--- src/sv/assert_macros.svh ---
// Assertion helpers for the deframer. Every macro samples on clk_i and is
// disabled while rst_ni is low.
`ifndef ASSERT_MACROS_SVH
`define ASSERT_MACROS_SVH

`ifndef ASSERT_OFF

`define ASSERT_CLK(lbl, prop) \
  lbl: assert property (@(posedge clk_i) disable iff (!rst_ni) (prop)) \
    else $error("concurrent assertion failed");

`define ASSERT_IMPL(lbl, ante, cons) \
  lbl: assert property (@(posedge clk_i) disable iff (!rst_ni) (ante) |-> (cons)) \
    else $error("concurrent implication failed");

`else

`define ASSERT_CLK(lbl, prop)

`define ASSERT_IMPL(lbl, ante, cons)

`endif

`endif

--- src/sv/mcrd_pkg.sv ---
`timescale 1ns / 1ps

package mcrd_pkg;

  localparam int unsigned QDEPTH = 2;

  localparam logic [8:0]  HEADER_LEN    = 9'd3;
  localparam logic [8:0]  MIN_FRAME_LEN = 9'd5;
  localparam logic [8:0]  CARD_FIRST    = 9'd4;
  localparam logic [8:0]  CARD_LAST     = 9'd6;
  localparam logic [15:0] CRC_INIT      = 16'hFFFF;
  localparam logic [15:0] CRC_POLY      = 16'hA001;

  localparam logic [1:0] ST_OK       = 2'd0;
  localparam logic [1:0] ST_MISMATCH = 2'd1;
  localparam logic [1:0] ST_SHORT    = 2'd2;

  localparam logic [1:0] CARD_NONE = 2'd3;

  typedef enum logic [2:0] {
    KIND_ADDR,
    KIND_FUNC,
    KIND_LEN,
    KIND_PAYLOAD,
    KIND_CRC_LO,
    KIND_CRC_HI,
    KIND_SHORT
  } kind_e;

  // One classified byte handed from the front end to the back end.
  typedef struct packed {
    kind_e      kind;
    logic [1:0] card_sel;
    logic [7:0] data;
  } cmd_t;

  typedef struct packed {
    logic full;
    logic empty;
  } q_stat_t;

  function automatic logic [15:0] crc_update(input logic [15:0] crc_in,
                                             input logic [7:0]  b);
    logic [15:0] c;
    c = crc_in ^ {8'h00, b};
    for (int k = 0; k < 8; k++) begin
      if (c[0]) begin
        c = (c >> 1) ^ CRC_POLY;
      end else begin
        c = c >> 1;
      end
    end
    return c;
  endfunction

endpackage

--- src/sv/mcrd_front.sv ---
`timescale 1ns / 1ps

module mcrd_front (
  input  logic            clk_i,
  input  logic            rst_ni,
  input  logic            s_tvalid_i,
  output logic            s_tready_o,
  input  logic [7:0]      s_tdata_i,
  input  logic            s_tuser_i,
  input  mcrd_pkg::q_stat_t q_stat_i,
  output logic            push_o,
  output mcrd_pkg::cmd_t  cmd_o
);
  import mcrd_pkg::*;

  logic [8:0] pos_q, pos_d;
  logic [7:0] len_q, len_d;
  logic [8:0] crc_end;
  logic       accept;

  assign s_tready_o = !q_stat_i.full;
  assign accept     = s_tvalid_i && s_tready_o;
  assign crc_end    = HEADER_LEN + {1'b0, len_q};

  always_comb begin
    cmd_o.data     = s_tdata_i;
    cmd_o.card_sel = CARD_NONE;
    if (s_tuser_i) begin
      cmd_o.kind = KIND_SHORT;
    end else if (pos_q == 9'd0) begin
      cmd_o.kind = KIND_ADDR;
    end else if (pos_q == 9'd1) begin
      cmd_o.kind = KIND_FUNC;
    end else if (pos_q == 9'd2) begin
      cmd_o.kind = KIND_LEN;
    end else if (pos_q < crc_end) begin
      cmd_o.kind = KIND_PAYLOAD;
      if (pos_q >= CARD_FIRST && pos_q <= CARD_LAST) begin
        cmd_o.card_sel = 2'(pos_q - CARD_FIRST);
      end
    end else if (pos_q == crc_end) begin
      cmd_o.kind = KIND_CRC_LO;
    end else begin
      cmd_o.kind = KIND_CRC_HI;
    end
  end

  // A gap between frames carries no work for the back end.
  assign push_o = accept && !(s_tuser_i && pos_q == 9'd0);

  always_comb begin
    pos_d = pos_q;
    len_d = len_q;
    if (accept) begin
      if (cmd_o.kind == KIND_SHORT || cmd_o.kind == KIND_CRC_HI) begin
        pos_d = 9'd0;
        len_d = 8'd0;
      end else begin
        pos_d = pos_q + 9'd1;
        if (cmd_o.kind == KIND_LEN) begin
          len_d = s_tdata_i;
        end
      end
    end
  end

  always_ff @(posedge clk_i or negedge rst_ni) begin
    if (!rst_ni) begin
      pos_q <= 9'd0;
      len_q <= 8'd0;
    end else begin
      pos_q <= pos_d;
      len_q <= len_d;
    end
  end

endmodule

--- src/sv/mcrd_queue.sv ---
`timescale 1ns / 1ps

module mcrd_queue (
  input  logic              clk_i,
  input  logic              rst_ni,
  input  logic              push_i,
  input  mcrd_pkg::cmd_t    cmd_i,
  input  logic              pop_i,
  output mcrd_pkg::cmd_t    head_o,
  output mcrd_pkg::q_stat_t stat_o
);
  import mcrd_pkg::*;

  localparam int unsigned PtrW = $clog2(QDEPTH);

  cmd_t            mem_q [QDEPTH];
  logic [PtrW-1:0] wr_ptr_q, rd_ptr_q;
  logic [PtrW:0]   cnt_q;
  logic            do_push, do_pop;

  assign stat_o.full  = (cnt_q == (PtrW+1)'(QDEPTH));
  assign stat_o.empty = (cnt_q == '0);
  assign do_push      = push_i && !stat_o.full;
  assign do_pop       = pop_i && !stat_o.empty;
  assign head_o       = mem_q[rd_ptr_q];

  always_ff @(posedge clk_i) begin
    if (do_push) begin
      mem_q[wr_ptr_q] <= cmd_i;
    end
  end

  always_ff @(posedge clk_i or negedge rst_ni) begin
    if (!rst_ni) begin
      wr_ptr_q <= '0;
      rd_ptr_q <= '0;
      cnt_q    <= '0;
    end else begin
      if (do_push) begin
        wr_ptr_q <= wr_ptr_q + 1'b1;
      end
      if (do_pop) begin
        rd_ptr_q <= rd_ptr_q + 1'b1;
      end
      cnt_q <= cnt_q + (PtrW+1)'(do_push) - (PtrW+1)'(do_pop);
    end
  end

endmodule

--- src/sv/mcrd_back.sv ---
`timescale 1ns / 1ps

module mcrd_back (
  input  logic              clk_i,
  input  logic              rst_ni,
  input  mcrd_pkg::cmd_t    head_i,
  input  mcrd_pkg::q_stat_t q_stat_i,
  output logic              pop_o,
  output logic              m_tvalid_o,
  input  logic              m_tready_i,
  output logic [55:0]       m_tdata_o,
  output logic [1:0]        m_tuser_o
);
  import mcrd_pkg::*;

  logic [7:0]  addr_q, func_q, len_q, crc_lo_q;
  logic [15:0] crc_q;
  logic [23:0] card_q;
  logic        m_valid_q;
  logic [1:0]  o_status_q;
  logic [7:0]  o_addr_q, o_func_q;
  logic [23:0] o_card_q;
  logic [8:0]  o_used_q;
  logic        is_result, out_free, crc_match;

  assign is_result = (head_i.kind == KIND_CRC_HI) || (head_i.kind == KIND_SHORT);
  assign out_free  = !m_valid_q || m_tready_i;
  assign pop_o     = !q_stat_i.empty && (!is_result || out_free);
  assign crc_match = ({head_i.data, crc_lo_q} == crc_q);

  always_ff @(posedge clk_i or negedge rst_ni) begin
    if (!rst_ni) begin
      addr_q   <= 8'd0;
      func_q   <= 8'd0;
      len_q    <= 8'd0;
      crc_lo_q <= 8'd0;
      crc_q    <= CRC_INIT;
      card_q   <= 24'd0;
    end else if (pop_o) begin
      case (head_i.kind)
        KIND_ADDR: begin
          addr_q <= head_i.data;
          crc_q  <= crc_update(crc_q, head_i.data);
        end
        KIND_FUNC: begin
          func_q <= head_i.data;
          crc_q  <= crc_update(crc_q, head_i.data);
        end
        KIND_LEN: begin
          len_q <= head_i.data;
          crc_q <= crc_update(crc_q, head_i.data);
        end
        KIND_PAYLOAD: begin
          crc_q <= crc_update(crc_q, head_i.data);
          case (head_i.card_sel)
            2'd0:    card_q[7:0]   <= card_q[7:0]   | head_i.data;
            2'd1:    card_q[15:8]  <= card_q[15:8]  | head_i.data;
            2'd2:    card_q[23:16] <= card_q[23:16] | head_i.data;
            default: card_q        <= card_q;
          endcase
        end
        KIND_CRC_LO: begin
          crc_lo_q <= head_i.data;
        end
        default: begin
          // End of frame, either complete or cut short by a gap.
          addr_q   <= 8'd0;
          func_q   <= 8'd0;
          len_q    <= 8'd0;
          crc_lo_q <= 8'd0;
          crc_q    <= CRC_INIT;
          card_q   <= 24'd0;
        end
      endcase
    end
  end

  always_ff @(posedge clk_i or negedge rst_ni) begin
    if (!rst_ni) begin
      m_valid_q <= 1'b0;
    end else if (pop_o && is_result) begin
      m_valid_q <= 1'b1;
    end else if (m_tready_i) begin
      m_valid_q <= 1'b0;
    end
  end

  always_ff @(posedge clk_i) begin
    if (pop_o && is_result) begin
      if (head_i.kind == KIND_SHORT) begin
        o_status_q <= ST_SHORT;
        o_addr_q   <= 8'd0;
        o_func_q   <= 8'd0;
        o_card_q   <= 24'd0;
        o_used_q   <= 9'd0;
      end else if (crc_match) begin
        o_status_q <= ST_OK;
        o_addr_q   <= addr_q;
        o_func_q   <= func_q;
        o_card_q   <= card_q;
        o_used_q   <= MIN_FRAME_LEN + {1'b0, len_q};
      end else begin
        o_status_q <= ST_MISMATCH;
        o_addr_q   <= addr_q;
        o_func_q   <= func_q;
        o_card_q   <= 24'd0;
        o_used_q   <= HEADER_LEN;
      end
    end
  end

  assign m_tvalid_o = m_valid_q;
  assign m_tuser_o  = o_status_q;
  assign m_tdata_o  = {7'd0, o_used_q, o_card_q, o_func_q, o_addr_q};

endmodule

--- src/sv/modbus_card_response_deframer.sv ---
`timescale 1ns / 1ps
// Modbus RTU response deframer: takes one received byte per request on the slave
// side (tuser high marks an idle gap) and returns one result per complete or
// broken frame on the master side, with the header address and function code,
// the 24-bit card number from frame bytes 4 to 6 and the byte count consumed.
// It takes one byte every cycle while the queue has room; the bound is the
// back end's byte-wide CRC-16/MODBUS update, done once per cycle. A result
// is registered on the master side once the byte that ends its frame has left
// the queue and the output register is free. A two-entry queue sits between
// the byte classifier and the CRC and result stage, so a stalled master side
// stops input only once the queue and the output register are full.
`include "assert_macros.svh"

module modbus_card_response_deframer (
  input  logic        clk_i,
  input  logic        rst_ni,
  input  logic        s_tvalid_i,
  output logic        s_tready_o,
  input  logic [7:0]  s_tdata_i,  // [7:0] rx_byte
  input  logic        s_tuser_i,  // [0] gap
  output logic        m_tvalid_o,
  input  logic        m_tready_i,
  output logic [55:0] m_tdata_o,  // [7:0] node_addr, [15:8] function_code,
                                  // [39:16] card_id, [48:40] consumed
  output logic [1:0]  m_tuser_o   // [1:0] status
);
  import mcrd_pkg::*;

  cmd_t    push_cmd, head_cmd;
  q_stat_t q_stat;
  logic    push, pop;

  mcrd_front u_front (
    .clk_i      (clk_i),
    .rst_ni     (rst_ni),
    .s_tvalid_i (s_tvalid_i),
    .s_tready_o (s_tready_o),
    .s_tdata_i  (s_tdata_i),
    .s_tuser_i  (s_tuser_i),
    .q_stat_i   (q_stat),
    .push_o     (push),
    .cmd_o      (push_cmd)
  );

  mcrd_queue u_queue (
    .clk_i  (clk_i),
    .rst_ni (rst_ni),
    .push_i (push),
    .cmd_i  (push_cmd),
    .pop_i  (pop),
    .head_o (head_cmd),
    .stat_o (q_stat)
  );

  mcrd_back u_back (
    .clk_i      (clk_i),
    .rst_ni     (rst_ni),
    .head_i     (head_cmd),
    .q_stat_i   (q_stat),
    .pop_o      (pop),
    .m_tvalid_o (m_tvalid_o),
    .m_tready_i (m_tready_i),
    .m_tdata_o  (m_tdata_o),
    .m_tuser_o  (m_tuser_o)
  );

  `ASSERT_CLK(a_queue_sane, !(q_stat.full && q_stat.empty))
  `ASSERT_IMPL(a_short_zero, m_tvalid_o && m_tuser_o == ST_SHORT, m_tdata_o == 56'd0)
  `ASSERT_IMPL(a_mismatch_fields, m_tvalid_o && m_tuser_o == ST_MISMATCH,
               m_tdata_o[48:40] == HEADER_LEN && m_tdata_o[39:16] == 24'd0)
  `ASSERT_IMPL(a_ok_len, m_tvalid_o && m_tuser_o == ST_OK,
               m_tdata_o[48:40] >= MIN_FRAME_LEN)

endmodule

--- config.mk ---
export PLATFORM = sky130hd
export DESIGN_NAME = modbus_card_response_deframer
export DESIGN_NICKNAME = d
export VERILOG_FILES = /design/src/sv/mcrd_pkg.sv /design/src/sv/mcrd_front.sv /design/src/sv/mcrd_queue.sv /design/src/sv/mcrd_back.sv /design/src/sv/modbus_card_response_deframer.sv
export VERILOG_INCLUDE_DIRS = /design/src /design/src/sv
export SDC_FILE = /design/constraint.sdc
export NUM_CORES = 1
export LEC_CHECK = 0
export CAP_MARGIN = 20
export CORE_UTILIZATION = 48
export CTS_CLUSTER_DIAMETER = 120
export DETAILED_ROUTE_END_ITERATION = 8
export DONT_BUFFER_PORTS = 1
export HOLD_SLACK_MARGIN = 0.03
export SLEW_MARGIN = 10
export SYNTH_ARGS = -nofsm -noshare
export SYNTH_HDL_FRONTEND = slang
export SYNTH_SLANG_ARGS = --single-unit
export TNS_END_PERCENT = 20
--- constraint.sdc ---
create_clock -name clk_i -period 12.9 [get_ports clk_i]
set_clock_uncertainty 0.05 [all_clocks]
set_input_delay 0 -clock clk_i [delete_from_list [all_inputs] [get_ports clk_i]]
set_output_delay 0 -clock clk_i [all_outputs]
set_load 0.1 [all_outputs]
* Word-level counts from Yosys, hierarchy flattened
Memories as Yosys holds them, arrays and structs flattened. Cells that the tools add are included.
Cells by class: add/subtract/negate cells 8, order comparisons 3, equality and inequality tests 19, muxes and demuxes 115, bitwise operators 40, reduce and logical (&&, ||, !) cells 38
Operator list (count):
- 16-bit two-way mux | 85
- 2-bit inverter with 3-bit output | 29
- 16-bit one-hot mux with 5 select lines | 1
- 8-bit one-hot mux with 2 select lines | 4
- 24-bit one-hot mux with 2 select lines | 1
- 8-bit two-way mux | 5
- 8-bit OR | 3
- 4-bit OR reduction | 5
- 16-bit equality test | 1
- 16-bit by 8-bit bitwise XOR with 16-bit output | 1
- 3-bit equality test, second input constant | 5
- 3-bit two-way mux | 5
- 2-bit two-way mux | 7
- 2-bit AND reduction | 6
- 2-bit by 8-bit adder with 9-bit output, first input constant | 1
- 3-bit by 8-bit adder with 9-bit output, first input constant | 1
- 9-bit by 1-bit adder with 9-bit output, second input constant | 1
- 3-bit by 2-bit equality test with 1-bit output, second input constant | 3
- 9-bit by 1-bit equality test with 1-bit output, second input constant | 1
- 9-bit by 2-bit equality test with 1-bit output, second input constant | 1
- 9-bit equality test | 1
- 9-bit by 3-bit >= comparator with 1-bit output, second input constant | 1
- 9-bit by 3-bit <= comparator with 1-bit output, second input constant | 1
- 9-bit zero test | 1
- other kinds (21) | 53
Storage, ports and cells: flip-flop bits (word level) 145, memory bits (writable) 26, input bits 13, output and inout bits 60, word-level logic and storage cells 244, memories 1
Memory list:
- u_queue.mem_q | depth 2, bits a word 13, rd ports 1, clocked after Yosys merged registers in 0, wr ports 1, line mcrd_queue.sv:16 | cmd_t mem_q [QDEPTH];

* Depth between registers and ports, before layout
Gate-level depths: netlist of run 1. An unclocked memory read counts as a cell.
depth after elaboration 34, mapped depth 12, mapped depth without buffers 12

* Modules after synthesis
A second synthesis of run 1 with hierarchy kept.
Second synthesis, totals: cell total of the unflattened synthesis 656, area, all modules 7796.2 µm²
By module, submodules not included:
- mcrd_back | instances 1, cells an instance 452, area each 5310.1 µm²
- mcrd_front | instances 1, cells an instance 146, area each 1347.5 µm²
- mcrd_queue | instances 1, cells an instance 58, area each 1138.6 µm²

* Worst setup path after synthesis of run 1
Ideal clock, no wire load.
path kind reg-to-reg, start point register u_queue.rd_ptr_q, end point register u_back.o_status_q[0] (netlist: u_back.m_tuser_o[0]), enable pin, arrival 3753 ps, slack 8637 ps, stages on the path, launching flop included 8, path buffers 2, period minus slack after synthesis 4263 ps, path through dfrtp_1 > buf_12 > buf_4 > mux2i_1 > o32ai_4 > inv_2 > nand2_1 > nor2_1
Between the ends: word-level cells in the longest chain between the ends 7
RTL lines:
- start, declared | line mcrd_queue.sv:17 | logic [PtrW-1:0] wr_ptr_q, rd_ptr_q;
- start signal, assigned | line mcrd_queue.sv:43 | rd_ptr_q <= rd_ptr_q + 1'b1;
- memory 2 x 13 bit (*)
- 3-bit equality test | line mcrd_back.sv:26 | assign is_result = (head_i.kind == KIND_CRC_HI) || (head_i.kind == KIND_SHORT);
- 1-bit logical OR (*) | line mcrd_back.sv:26
- 1-bit zero test | line mcrd_back.sv:28 | assign pop_o = !q_stat_i.empty && (!is_result || out_free);
- 1-bit logical OR | line mcrd_back.sv:28
- 1-bit logical AND | line mcrd_back.sv:28
- 1-bit logical AND (*) | line mcrd_back.sv:89 | if (pop_o && is_result) begin
- end signal, assigned | line mcrd_back.sv:91 | o_status_q <= ST_SHORT;
- end signal, assigned | line mcrd_back.sv:97 | o_status_q <= ST_OK;
- end signal, assigned | line mcrd_back.sv:103 | o_status_q <= ST_MISMATCH;
- end, declared | line mcrd_back.sv:20 | logic [1:0] o_status_q;
Every way passes the cells marked *; elsewhere a longest branch is shown, timed or not. A chain may end at the register's enable or synchronous reset.

* Worst setup path in the final report of run 1
start point register u_queue.rd_ptr_q, end point register u_back.o_func_q[7], enable pin
Between the ends: word-level cells in the longest chain between the ends 7
RTL lines:
- memory 2 x 13 bit (*)
- 3-bit equality test | line mcrd_back.sv:26
- 1-bit logical OR (*) | line mcrd_back.sv:26
- 1-bit zero test | line mcrd_back.sv:28
- 1-bit logical OR | line mcrd_back.sv:28
- 1-bit logical AND | line mcrd_back.sv:28
- 1-bit logical AND (*) | line mcrd_back.sv:89
- end signal, assigned | line mcrd_back.sv:99 | o_func_q <= func_q;
- end signal, assigned | line mcrd_back.sv:105 | o_func_q <= func_q;
- end, declared | line mcrd_back.sv:21 | logic [7:0] o_addr_q, o_func_q;
Marks and branches as above.

==> results_dict.tcl, run 1 <==
set metrics [dict create \
    grt_antenna_before_repair 0 \
    die_w_um 129 \
    synth_top_area_cell "edfxtp_1" \
    drt_iter0_drc 396 \
    synth_cells 640 \
    portBuffers 0 \
    cap_violations 0 \
    diodes 0 \
    hp-class "primary input to asynchronous set/reset pin" \
    ys_async_sr_fraction_pct 55.0 \
    nets 695 \
    crit_required_ns 12.90 \
    finalHoldViolCount 0 \
    clockBufferDepth 2 \
    setup_tns_ns 0 \
    insertion_delay_ns 0.42 \
    cts_repair_resize_count 0 \
    first_global_vias 4749 \
    multi_input_comb_area_um2 2950 \
    grt_usage_pct 19.9 \
    dieArea_um2 16800 \
    grt_pass1_wl_um 25000 \
    crit_fanout 51 \
    gr-total-overflow 0 \
    synth-main-ff-cell "dfrtp_1" \
    rsz0062_at_grt "false" \
    wl_um 15300 \
    cts_setup_buffers 0 \
    fillers 1360 \
    synth_edf_count 77 \
    setup_ws_ns 9.60 \
    syn_area_um2 7800 \
    ctsRootBufferMaster "clkbuf_16" \
    synthTopCellsByArea "edfxtp_1, dfrtp_1, dfstp_2" \
    firstDrtPassIters 4 \
    synth_top_area_share_pct 29.6 \
    hpwl_um 10600 \
    ys_ff_latch 171 \
    gp_congestion 0.852 \
    synth_area_per_cell_um2 12.2 \
    crit_arrival_ns 3.30 \
    min_period_ns 3.30 \
    slew_headroom_pct 34.0 \
    drive_gt1_share_pct 12.5 \
    area_growth_pct 12.0 \
    cts_tree "built" \
    die_height_um 129 \
    wl_per_cell_um 17.1 \
    cts_buffers 17 \
    ioPinCount 73 \
    drv_slew 0 \
    cp-end-kind "register" \
    status "finished clean" \
    clk_pin_slew_worst_paths_ns 0.07 \
    vias 4742 \
    yosysSeqAreaShare_pct 60.0 \
    cp-start-kind "register" \
    detail-route-antenna-nets 0 \
    yosys.cell_count.top_type "dfrtp_1" \
    tightestPinTransition_ns 0.987 \
    setup_viol 0 \
    drc 0 \
    worstSetupPathType "register to register" \
    grt_max_degree 95 \
    synth_cell_types 56 \
    htreeDepth 4 \
    numClockSinks 171 \
    yosysWarningCount 0 \
    start_util_pct 49.1 \
    cts_hold_buf 13 \
    viasPerCell 5.30 \
    seqCellArea_um2 4680 \
    rows 46 \
    synthTopCellsByCount "dfrtp_1, edfxtp_1, nand2_1, nor2_1, a21oi_1" \
    coreArea_um2 15900 \
    place_ws_ns 9.39 \
    max_freq_mhz 303 \
    fin_crit_sh_pct 25.6 \
]
cells by family (layout without fill, tap and decap cells):
group,after synthesis,in the layout,share of synthesized area [%]
buffers and inverters,39,71,2.55
DFF,171,171,60.0
xor gates and xnor gates,57,57,7.06
other,1,7,0.0481
adders and majority gates,17,17,2.73
AOI/OAI and AO/OA,122,122,9.88
and+or+nand+nor,204,204,12.7
muxes,29,29,5.02
path summary, 6_finish.rpt:
check	from	endpoint	cells past startpoint	slack (ns)
setup reg to reg	u_queue.rd_ptr_q	u_back.o_func_q[7]	8	9.60
min in group clk_i	s_tdata_i[7]	u_queue.mem_q[1][7]	1	0.24
hold reg to reg	u_back.func_q[2]	u_back.func_q[2]	2	0.43
hold / removal	rst_ni	u_back.crc_lo_q[1]	2	0.12
max in group asynchronous	rst_ni	u_back.card_q[20]	2	12.33
setup / recovery	u_queue.rd_ptr_q	u_back.o_func_q[7]	8	9.60
worst max-delay path, stage by stage (launching register included):
cell and delay (ns):
dfrtp_1 0.32, buf_4 0.42, mux2i_4 0.45, xnor2_1 0.32, o32ai_4 0.22, inv_2 0.14, nand2_1 0.27, nor2_4 0.15
buf_4 0.50
final cells by class:
cell class | count | area share (%)
Clock buffer | 22 | 5.31
Inverter | 20 | 0.859
Multi-Input combinational cell | 436 | 33.7
Sequential cell | 171 | 53.6
Clock inverter | 10 | 1.20
Timing Repair Buffer | 19 | 2.20
Tap cell | 216 | 3.09
routing by layer:
metal	GRT usage (%)	share of wire [%]
met4	8.00	2.2
met3	4.00	3.4
met1	26.1	46
met2	32.5	49
met5	0	0
stage by stage:
stage / utilization (%) / hold WS (ns) / instances / cell area [um^2]
after floorplan: - / -0.346 / 646 / 7830
after global placement: 50.4 / -0.340 / 847 / 8010
after detailed placement: 50.4 / -0.342 / 847 / 8010
after CTS: 54.9 / 0.140 / 892 / 8730
after global routing: 55.0 / 0.149 / 894 / 8740
final: 55.0 / 0.119 / 894 / 8740
state kept, by name (all words and copies together) (netlist names):
name,count
u_back.o_used_q,9
u_queue.cnt_q,2
u_back.o_card_q,24
u_back.m_tuser_o,2
u_back.crc_lo_q,8
u_back.o_addr_q,8
u_back.len_q,8
u_front.pos_q,9
u_front.len_q,8
u_back.m_tvalid_o,1
u_back.addr_q,8
u_queue.mem_q,26
u_back.o_func_q,8
u_back.func_q,8
u_queue.rd_ptr_q,1
u_back.crc_q,16
u_back.card_q,24
u_queue.wr_ptr_q,1
cell usage in the layout, fill, tap and decap left out, types with 7 or more instances in the layout:
cell type,instances
conb_1,7
mux2_2,9
and2_1,27
dfstp_2,16
dfrtp_1,78
nor3_1,9
o31ai_1,18
inv_1,19
a21oi_1,43
dlygate4sd3_1,12
ha_1,17
nand3_1,10
o22a_1,7
xor2_1,17
clkbuf_16,17
xnor2_1,35
edfxtp_1,77
nand2_1,60
mux2i_1,10
o21ai_0,27
nor2_1,53
nor2b_1,18
Power of run 1 is left out: the tool's default activity adds up to more than one toggle a clock period on the data nets, which glitch-free logic cannot reach.
==> run 2: changes to the inputs <==
Clock period 12.9 ns to 3.4 ns, I/O delays scaled along.
==> results_dict.tcl, run 2 (same netlist as run 1, synthesis figures left out) <==
set metrics [dict create \
    first_global_vias 4756 \
    coreArea_um2 15900 \
    min_period_ns 3.17 \
    drc 0 \
    clk_pin_slew_worst_paths_ns 0.07 \
    detail-route-antenna-nets 0 \
    die_height_um 129 \
    status "finished clean" \
    firstDrtPassIters 4 \
    ioPinCount 73 \
    multi_input_comb_area_um2 2950 \
    crit_arrival_ns 3.47 \
    cts_buffers 17 \
    top_register "u_queue.mem_q" \
    rows 46 \
    cp-end-kind "register" \
    cp-start-kind "register" \
    ctsRootBufferMaster "clkbuf_16" \
    setup_tns_ns 0 \
    dieArea_um2 16800 \
    seqCellArea_um2 4680 \
    tightestPinTransition_ns 0.928 \
    drt_iter0_drc 295 \
    drv_slew 0 \
    clockBufferDepth 2 \
    max_freq_mhz 315 \
    diodes 0 \
    grt_usage_pct 19.7 \
    numClockSinks 171 \
    grt_max_degree 95 \
    htreeDepth 4 \
    crit_fanout 8 \
    fillers 1367 \
    rsz0062_at_grt "false" \
    slew_headroom_pct 38.3 \
    insertion_delay_ns 0.43 \
    die_w_um 129 \
    grt_pass1_wl_um 25000 \
    wl_per_cell_um 17.0 \
    grt_antenna_before_repair 0 \
    start_util_pct 49.1 \
    r2r_slack_ns 0.23 \
    viasPerCell 5.34 \
    hp-class "primary input to asynchronous set/reset pin" \
    gr-total-overflow 0 \
    nets 704 \
    fin_crit_sh_pct 93.4 \
    setup_viol 0 \
    crit_required_ns 3.70 \
    cts_repair_resize_count 0 \
    reg_top3 "u_queue.mem_q x26, u_back.card_q x24, u_back.o_card_q x24" \
    drive_gt1_share_pct 13.7 \
    largest_reg_flops 26 \
    worstSetupPathType "register to register" \
    cts_hold_buf 13 \
    layout_commonest_cell "dfrtp_1" \
    vias 4822 \
    final_cell_mix "dfrtp_1, edfxtp_1, nand2_1" \
    wl_um 15400 \
    finalHoldViolCount 0 \
    cts_setup_buffers 0 \
    hpwl_um 10700 \
    cap_violations 0 \
    gp_congestion 0.775 \
    area_growth_pct 13.3 \
    cts_tree "built" \
    portBuffers 0 \
]
-- run 2: cell count changes in the layout (fill, tap and decap cells not counted), sizes merged --
cell	previous run	this run
clkbuf	22	20
clkinv	2	7
bufinv	1	2
buf	7	16
clkinvlp	3	1
inv	24	22
-- run 2: through the flow --
step	area [um^2]	hold WS [ns]	util (%)	std cells	setup slack, ns
floorplan	7830	-0.346	-	646	0.420
global placement	8100	-0.339	51.0	858	0.352
detailed placement	8100	-0.338	51.0	858	0.242
CTS	8840	0.130	55.6	903	0.194
global route	8840	0.161	55.6	903	0.0706
finish	8840	0.117	55.6	903	0.226
-- run 2: worst paths after layout --
kind	startpoint	cells after the start	to
hold reg to reg	u_back.addr_q[3]	2	u_back.addr_q[3]
min in group clk_i	s_tdata_i[3]	1	u_queue.mem_q[0][3]
setup reg to reg	u_front.len_q[0]	11	u_front.len_q[7]
hold / removal	rst_ni	2	u_front.pos_q[5]
max in group asynchronous	rst_ni	2	u_back.crc_q[1]
setup / recovery	u_front.len_q[0]	11	u_front.len_q[7]
-- run 2: metal layers --
layer | vias up | GRT usage (%) | part of all wire [%]
met5 | - | 0 | 0
met4 | 0 | 5.88 | 1.2
met3 | 12 | 4.50 | 3.1
met1 | 2389 | 25.3 | 46
li1 | 2321 | - | -
met2 | 100 | 33.5 | 50
-- run 2: cell type report --
cell class,instances,area share (%)
clock buffer,20,5.05
sequential,171,53.0
clock inverter,12,1.59
inverter,20,0.849
multi-input combinational,436,33.4
tap,216,3.06
timing repair buffer,28,3.09
-- run 2: critical path, stage by stage, from the launching register on --
cell and delay, ns:
dfrtp_1 0.34, inv_1 0.07, ha_1 0.24, nor4_1 0.38
nand3_1 0.16, ha_1 0.34, nand3_1 0.08, o21ai_0 0.24
a21o_1 0.21, a31oi_1 0.18, a21oi_2 0.55, mux2i_1 0.26
Power of run 2 is left out for the same reason.
